File: src/rtl/core/tsp_pkg.sv
// Time string parser package: transaction types, token codes, status codes
// and the microsecond constants. No dependencies.
package tsp_pkg;

	// Fixed widths of the transaction fields
	localparam int TOTAL_BITS  = 52;
	localparam int STATUS_BITS = 3;

	// Fraction digits kept; later digits are dropped (range 1..6)
	localparam int FRAC_DIGITS = 6;
	localparam int FRAC_IDX_W  = 3;
	localparam int FRAC_US_W   = 20;
	localparam int WEIGHT_W    = 17;

	// Token queue between the classifier and the parser
	localparam int QUEUE_DEPTH = 4;
	localparam int QUEUE_IDX_W = $clog2(QUEUE_DEPTH);

	// Microseconds per field unit
	localparam logic [31:0] US_PER_HOUR = 32'd3600000000;
	localparam logic [31:0] US_PER_MIN  = 32'd60000000;
	localparam logic [31:0] US_PER_SEC  = 32'd1000000;

	typedef logic [STATUS_BITS-1:0] status_t;

	localparam status_t ST_OK         = 3'd0;
	localparam status_t ST_COLONS     = 3'd1;
	localparam status_t ST_COLON_FRAC = 3'd2;
	localparam status_t ST_DEC_TWICE  = 3'd3;
	localparam status_t ST_BAD_CHAR   = 3'd4;

	typedef enum logic [2:0] {
		TK_DIGIT,
		TK_COLON,
		TK_POINT,
		TK_SPACE,
		TK_OTHER
	} tok_kind_t;

	typedef struct packed {
		tok_kind_t   kind;
		logic [3:0]  digit;
		logic        is_last;
	} token_t;

	typedef struct packed {
		logic [7:0] char_code;
		logic       is_last;
	} in_item_t;

	typedef struct packed {
		logic [TOTAL_BITS-1:0] total_us;
		status_t               status;
	} out_item_t;

	// Weight in microseconds of the fraction digit at position idx
	function automatic logic [WEIGHT_W-1:0] frac_weight(input logic [FRAC_IDX_W-1:0] idx);
		logic [WEIGHT_W-1:0] w;
		case (idx)
			3'd0:    w = 17'd100000;
			3'd1:    w = 17'd10000;
			3'd2:    w = 17'd1000;
			3'd3:    w = 17'd100;
			3'd4:    w = 17'd10;
			3'd5:    w = 17'd1;
			default: w = '0;
		endcase
		return w;
	endfunction

endpackage

File: src/rtl/core/time_string_parser_top.sv
// Time string parser, top level. Depends on tsp_pkg, tsp_front, tsp_queue,
// tsp_back and tsp_combine.
// Throughput: one character per cycle while the queue has room, set by the
// parser taking one queued token per cycle unless a last token waits for the
// combiner. A result goes via queue, multiply, pair sum, final sum into output.
// Reset (arst_n low) empties the queue and pipeline and clears the parser.
module time_string_parser_top #(
	parameter int FIELD_BITS = 20
) (
	input  logic                clk,
	input  logic                arst_n,
	input  logic                in_valid,
	output logic                in_ready,
	input  tsp_pkg::in_item_t   in_data,
	output logic                out_valid,
	input  logic                out_ready,
	output tsp_pkg::out_item_t  out_data
);
	import tsp_pkg::*;

	logic                  q_push, q_full, q_pop, q_valid;
	token_t                q_token, q_head;
	logic                  cmb_valid, cmb_ready;
	logic [FIELD_BITS-1:0] cmb_hours, cmb_minutes, cmb_seconds;
	logic [FRAC_US_W-1:0]  cmb_frac;
	status_t               cmb_status;

	tsp_front u_front (
		.in_valid (in_valid),
		.in_ready (in_ready),
		.in_data  (in_data),
		.q_full   (q_full),
		.q_push   (q_push),
		.q_token  (q_token)
	);

	tsp_queue u_queue (
		.clk       (clk),
		.arst_n    (arst_n),
		.push      (q_push),
		.push_data (q_token),
		.full      (q_full),
		.pop       (q_pop),
		.valid     (q_valid),
		.data      (q_head)
	);

	tsp_back #(
		.FIELD_BITS (FIELD_BITS)
	) u_back (
		.clk         (clk),
		.arst_n      (arst_n),
		.tok_valid   (q_valid),
		.tok         (q_head),
		.tok_pop     (q_pop),
		.cmb_ready   (cmb_ready),
		.cmb_valid   (cmb_valid),
		.cmb_hours   (cmb_hours),
		.cmb_minutes (cmb_minutes),
		.cmb_seconds (cmb_seconds),
		.cmb_frac    (cmb_frac),
		.cmb_status  (cmb_status)
	);

	tsp_combine #(
		.FIELD_BITS (FIELD_BITS)
	) u_combine (
		.clk         (clk),
		.arst_n      (arst_n),
		.req_valid   (cmb_valid),
		.req_ready   (cmb_ready),
		.req_hours   (cmb_hours),
		.req_minutes (cmb_minutes),
		.req_seconds (cmb_seconds),
		.req_frac    (cmb_frac),
		.req_status  (cmb_status),
		.out_valid   (out_valid),
		.out_ready   (out_ready),
		.out_data    (out_data)
	);

endmodule

File: src/rtl/core/tsp_front.sv
// Front end: accepts input transactions and classifies each character
// into a token for the queue. Depends on tsp_pkg.
module tsp_front (
	input  logic              in_valid,
	output logic              in_ready,
	input  tsp_pkg::in_item_t in_data,
	input  logic              q_full,
	output logic              q_push,
	output tsp_pkg::token_t   q_token
);
	import tsp_pkg::*;

	// Take a transaction whenever the queue has room
	assign in_ready = !q_full;
	assign q_push   = in_valid && !q_full;

	// Character classification
	always_comb begin
		q_token.digit   = in_data.char_code[3:0];
		q_token.is_last = in_data.is_last;
		case (in_data.char_code) inside
			[8'h30:8'h39]:          q_token.kind = TK_DIGIT;
			8'h3A:                  q_token.kind = TK_COLON;
			8'h2E, 8'h2C:           q_token.kind = TK_POINT;
			[8'h09:8'h0D], 8'h20:   q_token.kind = TK_SPACE;
			default:                q_token.kind = TK_OTHER;
		endcase
	end

endmodule

File: src/rtl/core/tsp_queue.sv
// Token queue: short FIFO that decouples the classifier from the parser.
// Depends on tsp_pkg.
module tsp_queue (
	input  logic            clk,
	input  logic            arst_n,
	input  logic            push,
	input  tsp_pkg::token_t push_data,
	output logic            full,
	input  logic            pop,
	output logic            valid,
	output tsp_pkg::token_t data
);
	import tsp_pkg::*;

	token_t                 slot_q [QUEUE_DEPTH];
	logic [QUEUE_IDX_W-1:0] wr_ptr_q;
	logic [QUEUE_IDX_W-1:0] rd_ptr_q;
	logic [QUEUE_IDX_W:0]   count_q;

	assign full  = (count_q == (QUEUE_IDX_W+1)'(QUEUE_DEPTH));
	assign valid = (count_q != '0);
	assign data  = slot_q[rd_ptr_q];

	// Pointers and fill count
	always_ff @(posedge clk or negedge arst_n) begin
		if (!arst_n) begin
			wr_ptr_q <= '0;
			rd_ptr_q <= '0;
			count_q  <= '0;
		end else begin
			if (push)
				wr_ptr_q <= wr_ptr_q + 1'b1;
			if (pop)
				rd_ptr_q <= rd_ptr_q + 1'b1;
			if (push && !pop)
				count_q <= count_q + 1'b1;
			else if (pop && !push)
				count_q <= count_q - 1'b1;
		end
	end

	// Storage
	always_ff @(posedge clk) begin
		if (push)
			slot_q[wr_ptr_q] <= push_data;
	end

endmodule

File: src/rtl/core/tsp_back.sv
// Back end: walks the token stream, holds the field and fraction state and
// hands the finished fields to the combiner on the last token. Depends on tsp_pkg.
module tsp_back #(
	parameter int FIELD_BITS = 20
) (
	input  logic                           clk,
	input  logic                           arst_n,
	input  logic                           tok_valid,
	input  tsp_pkg::token_t                tok,
	output logic                           tok_pop,
	input  logic                           cmb_ready,
	output logic                           cmb_valid,
	output logic [FIELD_BITS-1:0]          cmb_hours,
	output logic [FIELD_BITS-1:0]          cmb_minutes,
	output logic [FIELD_BITS-1:0]          cmb_seconds,
	output logic [tsp_pkg::FRAC_US_W-1:0]  cmb_frac,
	output tsp_pkg::status_t               cmb_status
);
	import tsp_pkg::*;

	logic [FIELD_BITS-1:0] cur_q, min_q, hrs_q;
	logic [FRAC_US_W-1:0]  frac_q;
	logic [FRAC_IDX_W-1:0] frac_idx_q;
	logic [1:0]            colons_q;
	logic                  after_pt_q;
	status_t               err_q;
	logic                  content_q;
	logic                  trail_q;

	logic [FIELD_BITS-1:0] cur_d, min_d, hrs_d;
	logic [FRAC_US_W-1:0]  frac_d;
	logic [FRAC_IDX_W-1:0] frac_idx_d;
	logic [1:0]            colons_d;
	logic                  after_pt_d;
	status_t               err_d;
	logic                  content_d;
	logic                  trail_d;

	logic [FIELD_BITS+3:0] cur_x10;
	logic [WEIGHT_W+3:0]   frac_add;

	// A last token waits for the combiner; others go straight through
	assign tok_pop   = tok_valid && (!tok.is_last || cmb_ready);
	assign cmb_valid = tok_valid && tok.is_last;

	assign cur_x10  = ((FIELD_BITS+4)'(cur_q) << 3) + ((FIELD_BITS+4)'(cur_q) << 1)
	                + (FIELD_BITS+4)'(tok.digit);
	assign frac_add = (WEIGHT_W+4)'(tok.digit) * (WEIGHT_W+4)'(frac_weight(frac_idx_q));

	// Parse one token
	always_comb begin
		cur_d      = cur_q;
		min_d      = min_q;
		hrs_d      = hrs_q;
		frac_d     = frac_q;
		frac_idx_d = frac_idx_q;
		colons_d   = colons_q;
		after_pt_d = after_pt_q;
		err_d      = err_q;
		content_d  = content_q;
		trail_d    = trail_q;
		if (err_q != ST_OK) begin
			// first error wins
		end else if (tok.kind == TK_SPACE) begin
			if (content_q)
				trail_d = 1'b1;
		end else if (trail_q) begin
			err_d = ST_BAD_CHAR;
		end else begin
			content_d = 1'b1;
			case (tok.kind)
				TK_DIGIT: begin
					if (after_pt_q) begin
						if (frac_idx_q < FRAC_IDX_W'(FRAC_DIGITS)) begin
							frac_d     = frac_q + FRAC_US_W'(frac_add);
							frac_idx_d = frac_idx_q + 1'b1;
						end
					end else if (cur_x10[FIELD_BITS+3:FIELD_BITS] != 4'd0) begin
						cur_d = '1;
					end else begin
						cur_d = cur_x10[FIELD_BITS-1:0];
					end
				end
				TK_COLON: begin
					if (colons_q >= 2'd2) begin
						err_d = ST_COLONS;
					end else if (after_pt_q) begin
						err_d = ST_COLON_FRAC;
					end else begin
						colons_d = colons_q + 1'b1;
						hrs_d    = min_q;
						min_d    = cur_q;
						cur_d    = '0;
					end
				end
				TK_POINT: begin
					if (after_pt_q)
						err_d = ST_DEC_TWICE;
					else
						after_pt_d = 1'b1;
				end
				default: err_d = ST_BAD_CHAR;
			endcase
		end
	end

	assign cmb_hours   = hrs_d;
	assign cmb_minutes = min_d;
	assign cmb_seconds = cur_d;
	assign cmb_frac    = frac_d;
	assign cmb_status  = err_d;

	// Parser state; cleared after each string
	always_ff @(posedge clk or negedge arst_n) begin
		if (!arst_n) begin
			cur_q      <= '0;
			min_q      <= '0;
			hrs_q      <= '0;
			frac_q     <= '0;
			frac_idx_q <= '0;
			colons_q   <= '0;
			after_pt_q <= 1'b0;
			err_q      <= ST_OK;
			content_q  <= 1'b0;
			trail_q    <= 1'b0;
		end else if (tok_pop) begin
			if (tok.is_last) begin
				cur_q      <= '0;
				min_q      <= '0;
				hrs_q      <= '0;
				frac_q     <= '0;
				frac_idx_q <= '0;
				colons_q   <= '0;
				after_pt_q <= 1'b0;
				err_q      <= ST_OK;
				content_q  <= 1'b0;
				trail_q    <= 1'b0;
			end else begin
				cur_q      <= cur_d;
				min_q      <= min_d;
				hrs_q      <= hrs_d;
				frac_q     <= frac_d;
				frac_idx_q <= frac_idx_d;
				colons_q   <= colons_d;
				after_pt_q <= after_pt_d;
				err_q      <= err_d;
				content_q  <= content_d;
				trail_q    <= trail_d;
			end
		end
	end

endmodule

File: src/rtl/core/tsp_combine.sv
// Combiner: scales the fields to microseconds, sums and saturates them (zero on an
// error status) in a three-stage pipeline ending in the output register. Depends on tsp_pkg.
module tsp_combine #(
	parameter int FIELD_BITS = 20
) (
	input  logic                           clk,
	input  logic                           arst_n,
	input  logic                           req_valid,
	output logic                           req_ready,
	input  logic [FIELD_BITS-1:0]          req_hours,
	input  logic [FIELD_BITS-1:0]          req_minutes,
	input  logic [FIELD_BITS-1:0]          req_seconds,
	input  logic [tsp_pkg::FRAC_US_W-1:0]  req_frac,
	input  tsp_pkg::status_t               req_status,
	output logic                           out_valid,
	input  logic                           out_ready,
	output tsp_pkg::out_item_t             out_data
);
	import tsp_pkg::*;

	localparam int SUM_W = (FIELD_BITS + 34 > TOTAL_BITS + 1) ? FIELD_BITS + 34 : TOTAL_BITS + 1;

	logic                 s1_valid_q, s2_valid_q, out_valid_q;
	logic [SUM_W-1:0]     ph_s1, pm_s1, ps_s1;
	logic [FRAC_US_W-1:0] frac_s1;
	status_t              status_s1, status_s2;
	logic [SUM_W-1:0]     hm_s2, sf_s2;
	logic [SUM_W-1:0]     total;
	out_item_t            out_q;
	logic                 out_load, s2_load, s1_load;

	// Stall chain from the output back to the request side
	assign out_load  = !out_valid_q || out_ready;
	assign s2_load   = !s2_valid_q || out_load;
	assign s1_load   = !s1_valid_q || s2_load;
	assign req_ready = s1_load;

	assign total = hm_s2 + sf_s2;

	// Valid bits
	always_ff @(posedge clk or negedge arst_n) begin
		if (!arst_n) begin
			s1_valid_q  <= 1'b0;
			s2_valid_q  <= 1'b0;
			out_valid_q <= 1'b0;
		end else begin
			if (s1_load)
				s1_valid_q <= req_valid;
			if (s2_load)
				s2_valid_q <= s1_valid_q;
			if (out_load)
				out_valid_q <= s2_valid_q;
		end
	end

	// Stage 1: constant multiplies; stage 2: pair sums; stage 3: final sum
	always_ff @(posedge clk) begin
		if (s1_load) begin
			ph_s1     <= SUM_W'(req_hours) * SUM_W'(US_PER_HOUR);
			pm_s1     <= SUM_W'(req_minutes) * SUM_W'(US_PER_MIN);
			ps_s1     <= SUM_W'(req_seconds) * SUM_W'(US_PER_SEC);
			frac_s1   <= req_frac;
			status_s1 <= req_status;
		end
		if (s2_load) begin
			hm_s2     <= ph_s1 + pm_s1;
			sf_s2     <= ps_s1 + SUM_W'(frac_s1);
			status_s2 <= status_s1;
		end
		if (out_load) begin
			out_q.status <= status_s2;
			if (status_s2 != ST_OK)
				out_q.total_us <= '0;
			else if (total[SUM_W-1:TOTAL_BITS] != '0)
				out_q.total_us <= '1;
			else
				out_q.total_us <= total[TOTAL_BITS-1:0];
		end
	end

	assign out_valid = out_valid_q;
	assign out_data  = out_q;

endmodule
File: config.mk
export PLATFORM = sky130hd
export DESIGN_NAME = time_string_parser_top
export DESIGN_NICKNAME = d
export VERILOG_FILES = /design/src/rtl/core/tsp_pkg.sv /design/src/rtl/core/time_string_parser_top.sv /design/src/rtl/core/tsp_front.sv /design/src/rtl/core/tsp_queue.sv /design/src/rtl/core/tsp_back.sv /design/src/rtl/core/tsp_combine.sv
export SDC_FILE = /design/constraint.sdc
export NUM_CORES = 2
export LEC_CHECK = 0
export BUFFER_PORTS_ARGS = -buffer_cell sky130_fd_sc_hd__buf_2
export CAP_MARGIN = 30
export CORE_MARGIN = 2
export CORE_UTILIZATION = 50
export CTS_BUF_LIST = sky130_fd_sc_hd__clkbuf_8
export DETAILED_ROUTE_END_ITERATION = 6
export PLACE_DENSITY = 0.64
export SYNTH_ARGS = -nofsm -noshare
export SYNTH_HDL_FRONTEND = slang
export SYNTH_SLANG_ARGS = --single-unit
File: constraint.sdc
create_clock -name clk -period 13.23 [get_ports clk]
set_input_delay 0 -clock clk [delete_from_list [all_inputs] [get_ports clk]]
set_output_delay 0 -clock clk [all_outputs]
set_load 0.03 [all_outputs]
==> results by group <==
Synthesis
  – Post-Syn Area: 42200 um2
  – Yosys warning count: 0
  – Dominant cell by count in the synthesized netlist: ha_1
  – Library cells used by synthesis: 81
  – Top_reg_cell synth: edfxtp_1
  – Syn Nets: 5121
  – Largest family of logic cells by synthesized area: adder cells
  – Post-synthesis mux area share: 0.0151
  – Compound-Gate Fraction of Synth Area: 0.122
  – Top post-synthesis cells by count: ha_1, inv_1, fa_1
  – Yosys top cell area share: 0.223
  – Post-Synth XOR/XNOR Area: 0.0500
  – Register area share after synthesis: 0.283
  – Adder-cell share of the synthesized area: 0.378
  – Synth Area in Simple Gates: 0.0884
  – Syn Inst Count: 4064
  – #FFs+latches synth: just over 400
  – Synth Area per Inst: 10.4 um2
  – Number of synthesized flops with an enable pin: 313
  – Cell accounting for the most synthesized area: edfxtp_1
  – Area contributors post-synth: edfxtp_1, ha_1, fa_1
  – Post-synth ARST share: 0.244

Clock network
  – CTS tree: built
  – Num CTS Buffers: 78
  – Clk sink count: around 410
  – Worst skew pair latency: 0.70 ns
  – Post-CTS Setup Bufs: 0
  – Clock slew at reported path FFs: 0.06 ns
  – Hold buffers post-CTS: 15
  – H-tree depth: 3
  – Post-CTS sizing: 0
  – Clock tree root driver cell: clkbuf_8
  – Deepest clock path buffer count: 3

Timing
  – Fmax: 89.7 MHz
  – Worst slew pin tran: 1.03 ns
  – Clock skew: approximately 0.035 ns
  – Setup TNS: 0 ns
  – Final max-slew violation count: 0
  – Final setup vio count: 0
  – Worst hold slack: 0.146 ns
  – Final period util: 0.843
  – RSZ-0062 raised after global routing: false
  – Shortest period the worst path allows: 11.15 ns
  – Slew headroom: 0.297
  – Fin. Hold Viols: 0

GRT
  – Number of global-route vias before repair: approximately 29000
  – Pin count of the biggest net entering global routing: 104
  – GR Util All Layers: 0.241
  – Initial antenna violation count: 8
  – Global-route wire length before repair: 162000 um
  – Total grt overflow: 0

Job
  – Max_cap viols: 0

Place
  – Final Wtd Congestion: 0.942
  – Final HPWL DP: between 80000 and 90000 um
  – Buffers on Ports: 69
  – Placed insts: 5172

Worst setup path
  – Worst R2R End: u_combine.ps_s1[39]
  – FF-to-FF Start: u_queue.rd_ptr_q[0]
  – Reg2Reg Depth: 37
  – Crit path capture type: register
  – Arr. time, crit path: roughly 12 ns
  – Setup CP Type: register to register
  – Worst path required time: 13.75 ns
  – Most frequent CP cell: inv_1
  – Slowest stage delay, CP: 0.72 ns
  – Startpoint types: register
  – Flop2flop setup slack: 2.08 ns
  – Highest-delay cell along the critical path: mux4_2
  – CP Max Fanout: 18

Drt
  – Routed vias/inst: 5.53
  – Via count: ~30000
  – DRC viols: 0
  – DRT met1 WL: ~48000 um
  – DR WL met2: 46100 um
  – First-pass iteration count of the detailed router: 5
  – Starting DRT DRC Count: approximately 1800
  – Total length of routed wires: 102000 um
  – Wire length per cell: between 15 and 20 um
  – DR top layer: met5
  – ANT nets after route: 0
  – WL met3: 5240 um

Die
  – Row count: 106
  – Initial core utilization: 0.505
  – DIE WIDTH: 295 um
  – Core area: 83600 um2
  – Die area: 86800 um2
  – Io pins: 70
  – DIE HEIGHT: 295 um

Hold path
  – Hold EP: u_queue.slot_q[1][0]
  – Worst hold path class: primary input to register
  – Worst hold start: in_data[0]
  – Hold path cells: 2

Power
  – Power Density: around 170 nW/um2
  – Leakage power: about 0.025 uW
  – Max IR drop VDD: 0.141 mV
  – Final Total Pwr: 7780 uW

Finish
  – Ratio of cells with drive above 1 in the final layout: 0.0635
  – Fillers: 7397
  – Final Util: 0.545
  – Nets: 5245
  – Layout area overhead: 7.99%
  – Area of the multi-input gates: around 28000 um2
  – Register area: 11900 um2
  – Layout Cells excl Fill: around 5300

Run status
  – Outcome: finished clean
## logic make-up (layout without fill, tap and decap cells)
| group | Yosys count | after routing |
|---|---|---|
| adders and majority gates | 1044 | 1044 |
| AOI/OAI and AO/OA | 812 | 812 |
| and+or+nand+nor | 786 | 786 |
| buffers and inverters | 713 | 900 |
| DFF | 414 | 414 |
| xor gates and xnor gates | 241 | 241 |
| muxes | 54 | 54 |
| other | 0 | 1 |
## power by group
group / internal, uW / total (uW) / switching, uW
Clock: 641 / 1230 / 590
Combinational: 1610 / 4310 / 2710
Sequential: 1990 / 2240 / 243
## critical path, delay by kind of cell (launching register included)
| family | cells | cell delay (ns) |
|---|---|---|
| AO/OA/AOI/OAI | 16 | 3.77 |
| flip-flops | 1 | 0.69 |
| multiplexers | 1 | 0.72 |
| AND/OR/NAND/NOR | 3 | 1.34 |
| buffers and inverters | 8 | 0.53 |
| adder cells (fa/ha/maj) | 9 | 3.92 |
## worst max path at each step
| stage | from | slack (ns) | to |
|---|---|---|---|
| 2_1_floorplan | u_queue.rd_ptr_q[0] | 3.21 | u_combine.ps_s1[39] |
| 3_3_place_gp | u_queue.rd_ptr_q[0] | 2.36 | u_combine.ps_s1[39] |
| 3_5_place_dp | u_queue.rd_ptr_q[0] | 2.15 | u_combine.ps_s1[39] |
| 4_1_cts | u_queue.rd_ptr_q[0] | 2.09 | u_combine.ps_s1[39] |
| 5_1_grt | u_queue.rd_ptr_q[0] | 1.51 | u_combine.ps_s1[39] |
| 6_report | u_queue.rd_ptr_q[0] | 2.08 | u_combine.ps_s1[39] |
## registers in the layout, summed over array words and instances, names as in the netlist, 32 cells and up
register            count
u_combine.hm_s2        45
u_combine.out_data     55
u_combine.ph_s1        42
u_combine.pm_s1        38
u_combine.ps_s1        34
u_combine.sf_s2        41
u_queue.slot_q         32
## layer usage
| metal | global-route usage | vias to the layer above |
|---|---|---|
| met5 | 0 | - |
| met4 | 0.0683 | 6 |
| met3 | 0.0326 | 166 |
| met2 | 0.383 | 774 |
| met1 | 0.345 | 14200 |
| li1 | - | 14300 |
## stage by stage
stage                     cell area (um2)  setup WS, ns
after floorplan                     42200          3.21
after global placement              43900          2.36
after detailed placement            43900          2.15
after CTS                           45600          2.09
after global routing                45600          1.51
final                               45600          2.08
## placed cells by master, fill, tap and decap left out, types with 9 or more instances in the layout
| master | Yosys | final |
|---|---|---|
| clkbuf_8 | 0 | 82 |
| nand4_1 | 24 | 24 |
| nand2_1 | 222 | 221 |
| a22o_1 | 13 | 13 |
| a22oi_1 | 14 | 14 |
| dfrtp_1 | 101 | 101 |
| o21ai_0 | 186 | 185 |
| a211oi_1 | 26 | 26 |
| xor2_1 | 77 | 77 |
| a31o_2 | 10 | 10 |
| buf_4 | 0 | 37 |
| o21a_1 | 52 | 52 |
| buf_2 | 11 | 68 |
| fa_1 | 385 | 385 |
| a31oi_1 | 24 | 24 |
| and2_1 | 17 | 17 |
| or3_1 | 11 | 11 |
| inv_1 | 637 | 654 |
| o41ai_1 | 9 | 9 |
| clkinv_2 | 0 | 16 |
| ha_1 | 659 | 659 |
| o21bai_1 | 28 | 28 |
| a21oi_1 | 240 | 240 |
| o211ai_1 | 12 | 12 |
| clkinv_1 | 0 | 14 |
| xnor2_1 | 164 | 164 |
| nor2_1 | 200 | 198 |
| nor3_1 | 51 | 50 |
| dlygate4sd3_1 | 0 | 14 |
| nand3_1 | 113 | 112 |
| edfxtp_1 | 313 | 313 |
| o31ai_1 | 14 | 14 |
| nand2b_1 | 36 | 35 |
| or2_2 | 11 | 11 |
| a21o_1 | 100 | 100 |
| and3_1 | 37 | 37 |
| and4_1 | 10 | 10 |
| nor2b_1 | 28 | 28 |
| mux2i_1 | 40 | 40 |
## layout make-up
| cell class | instances | share of cell area |
|---|---|---|
| clock inverters | 61 | 0.00835 |
| multi-input cells | 2937 | 0.606 |
| repair buffers | 120 | 0.0171 |
| well taps | 1080 | 0.0296 |
| diodes | 1 | 0.0000549 |
| clock buffers | 82 | 0.0248 |
| inverters | 637 | 0.0525 |
| flip-flops and latches | 414 | 0.262 |
No activity file was read; power rests on OpenSTA's default activity.
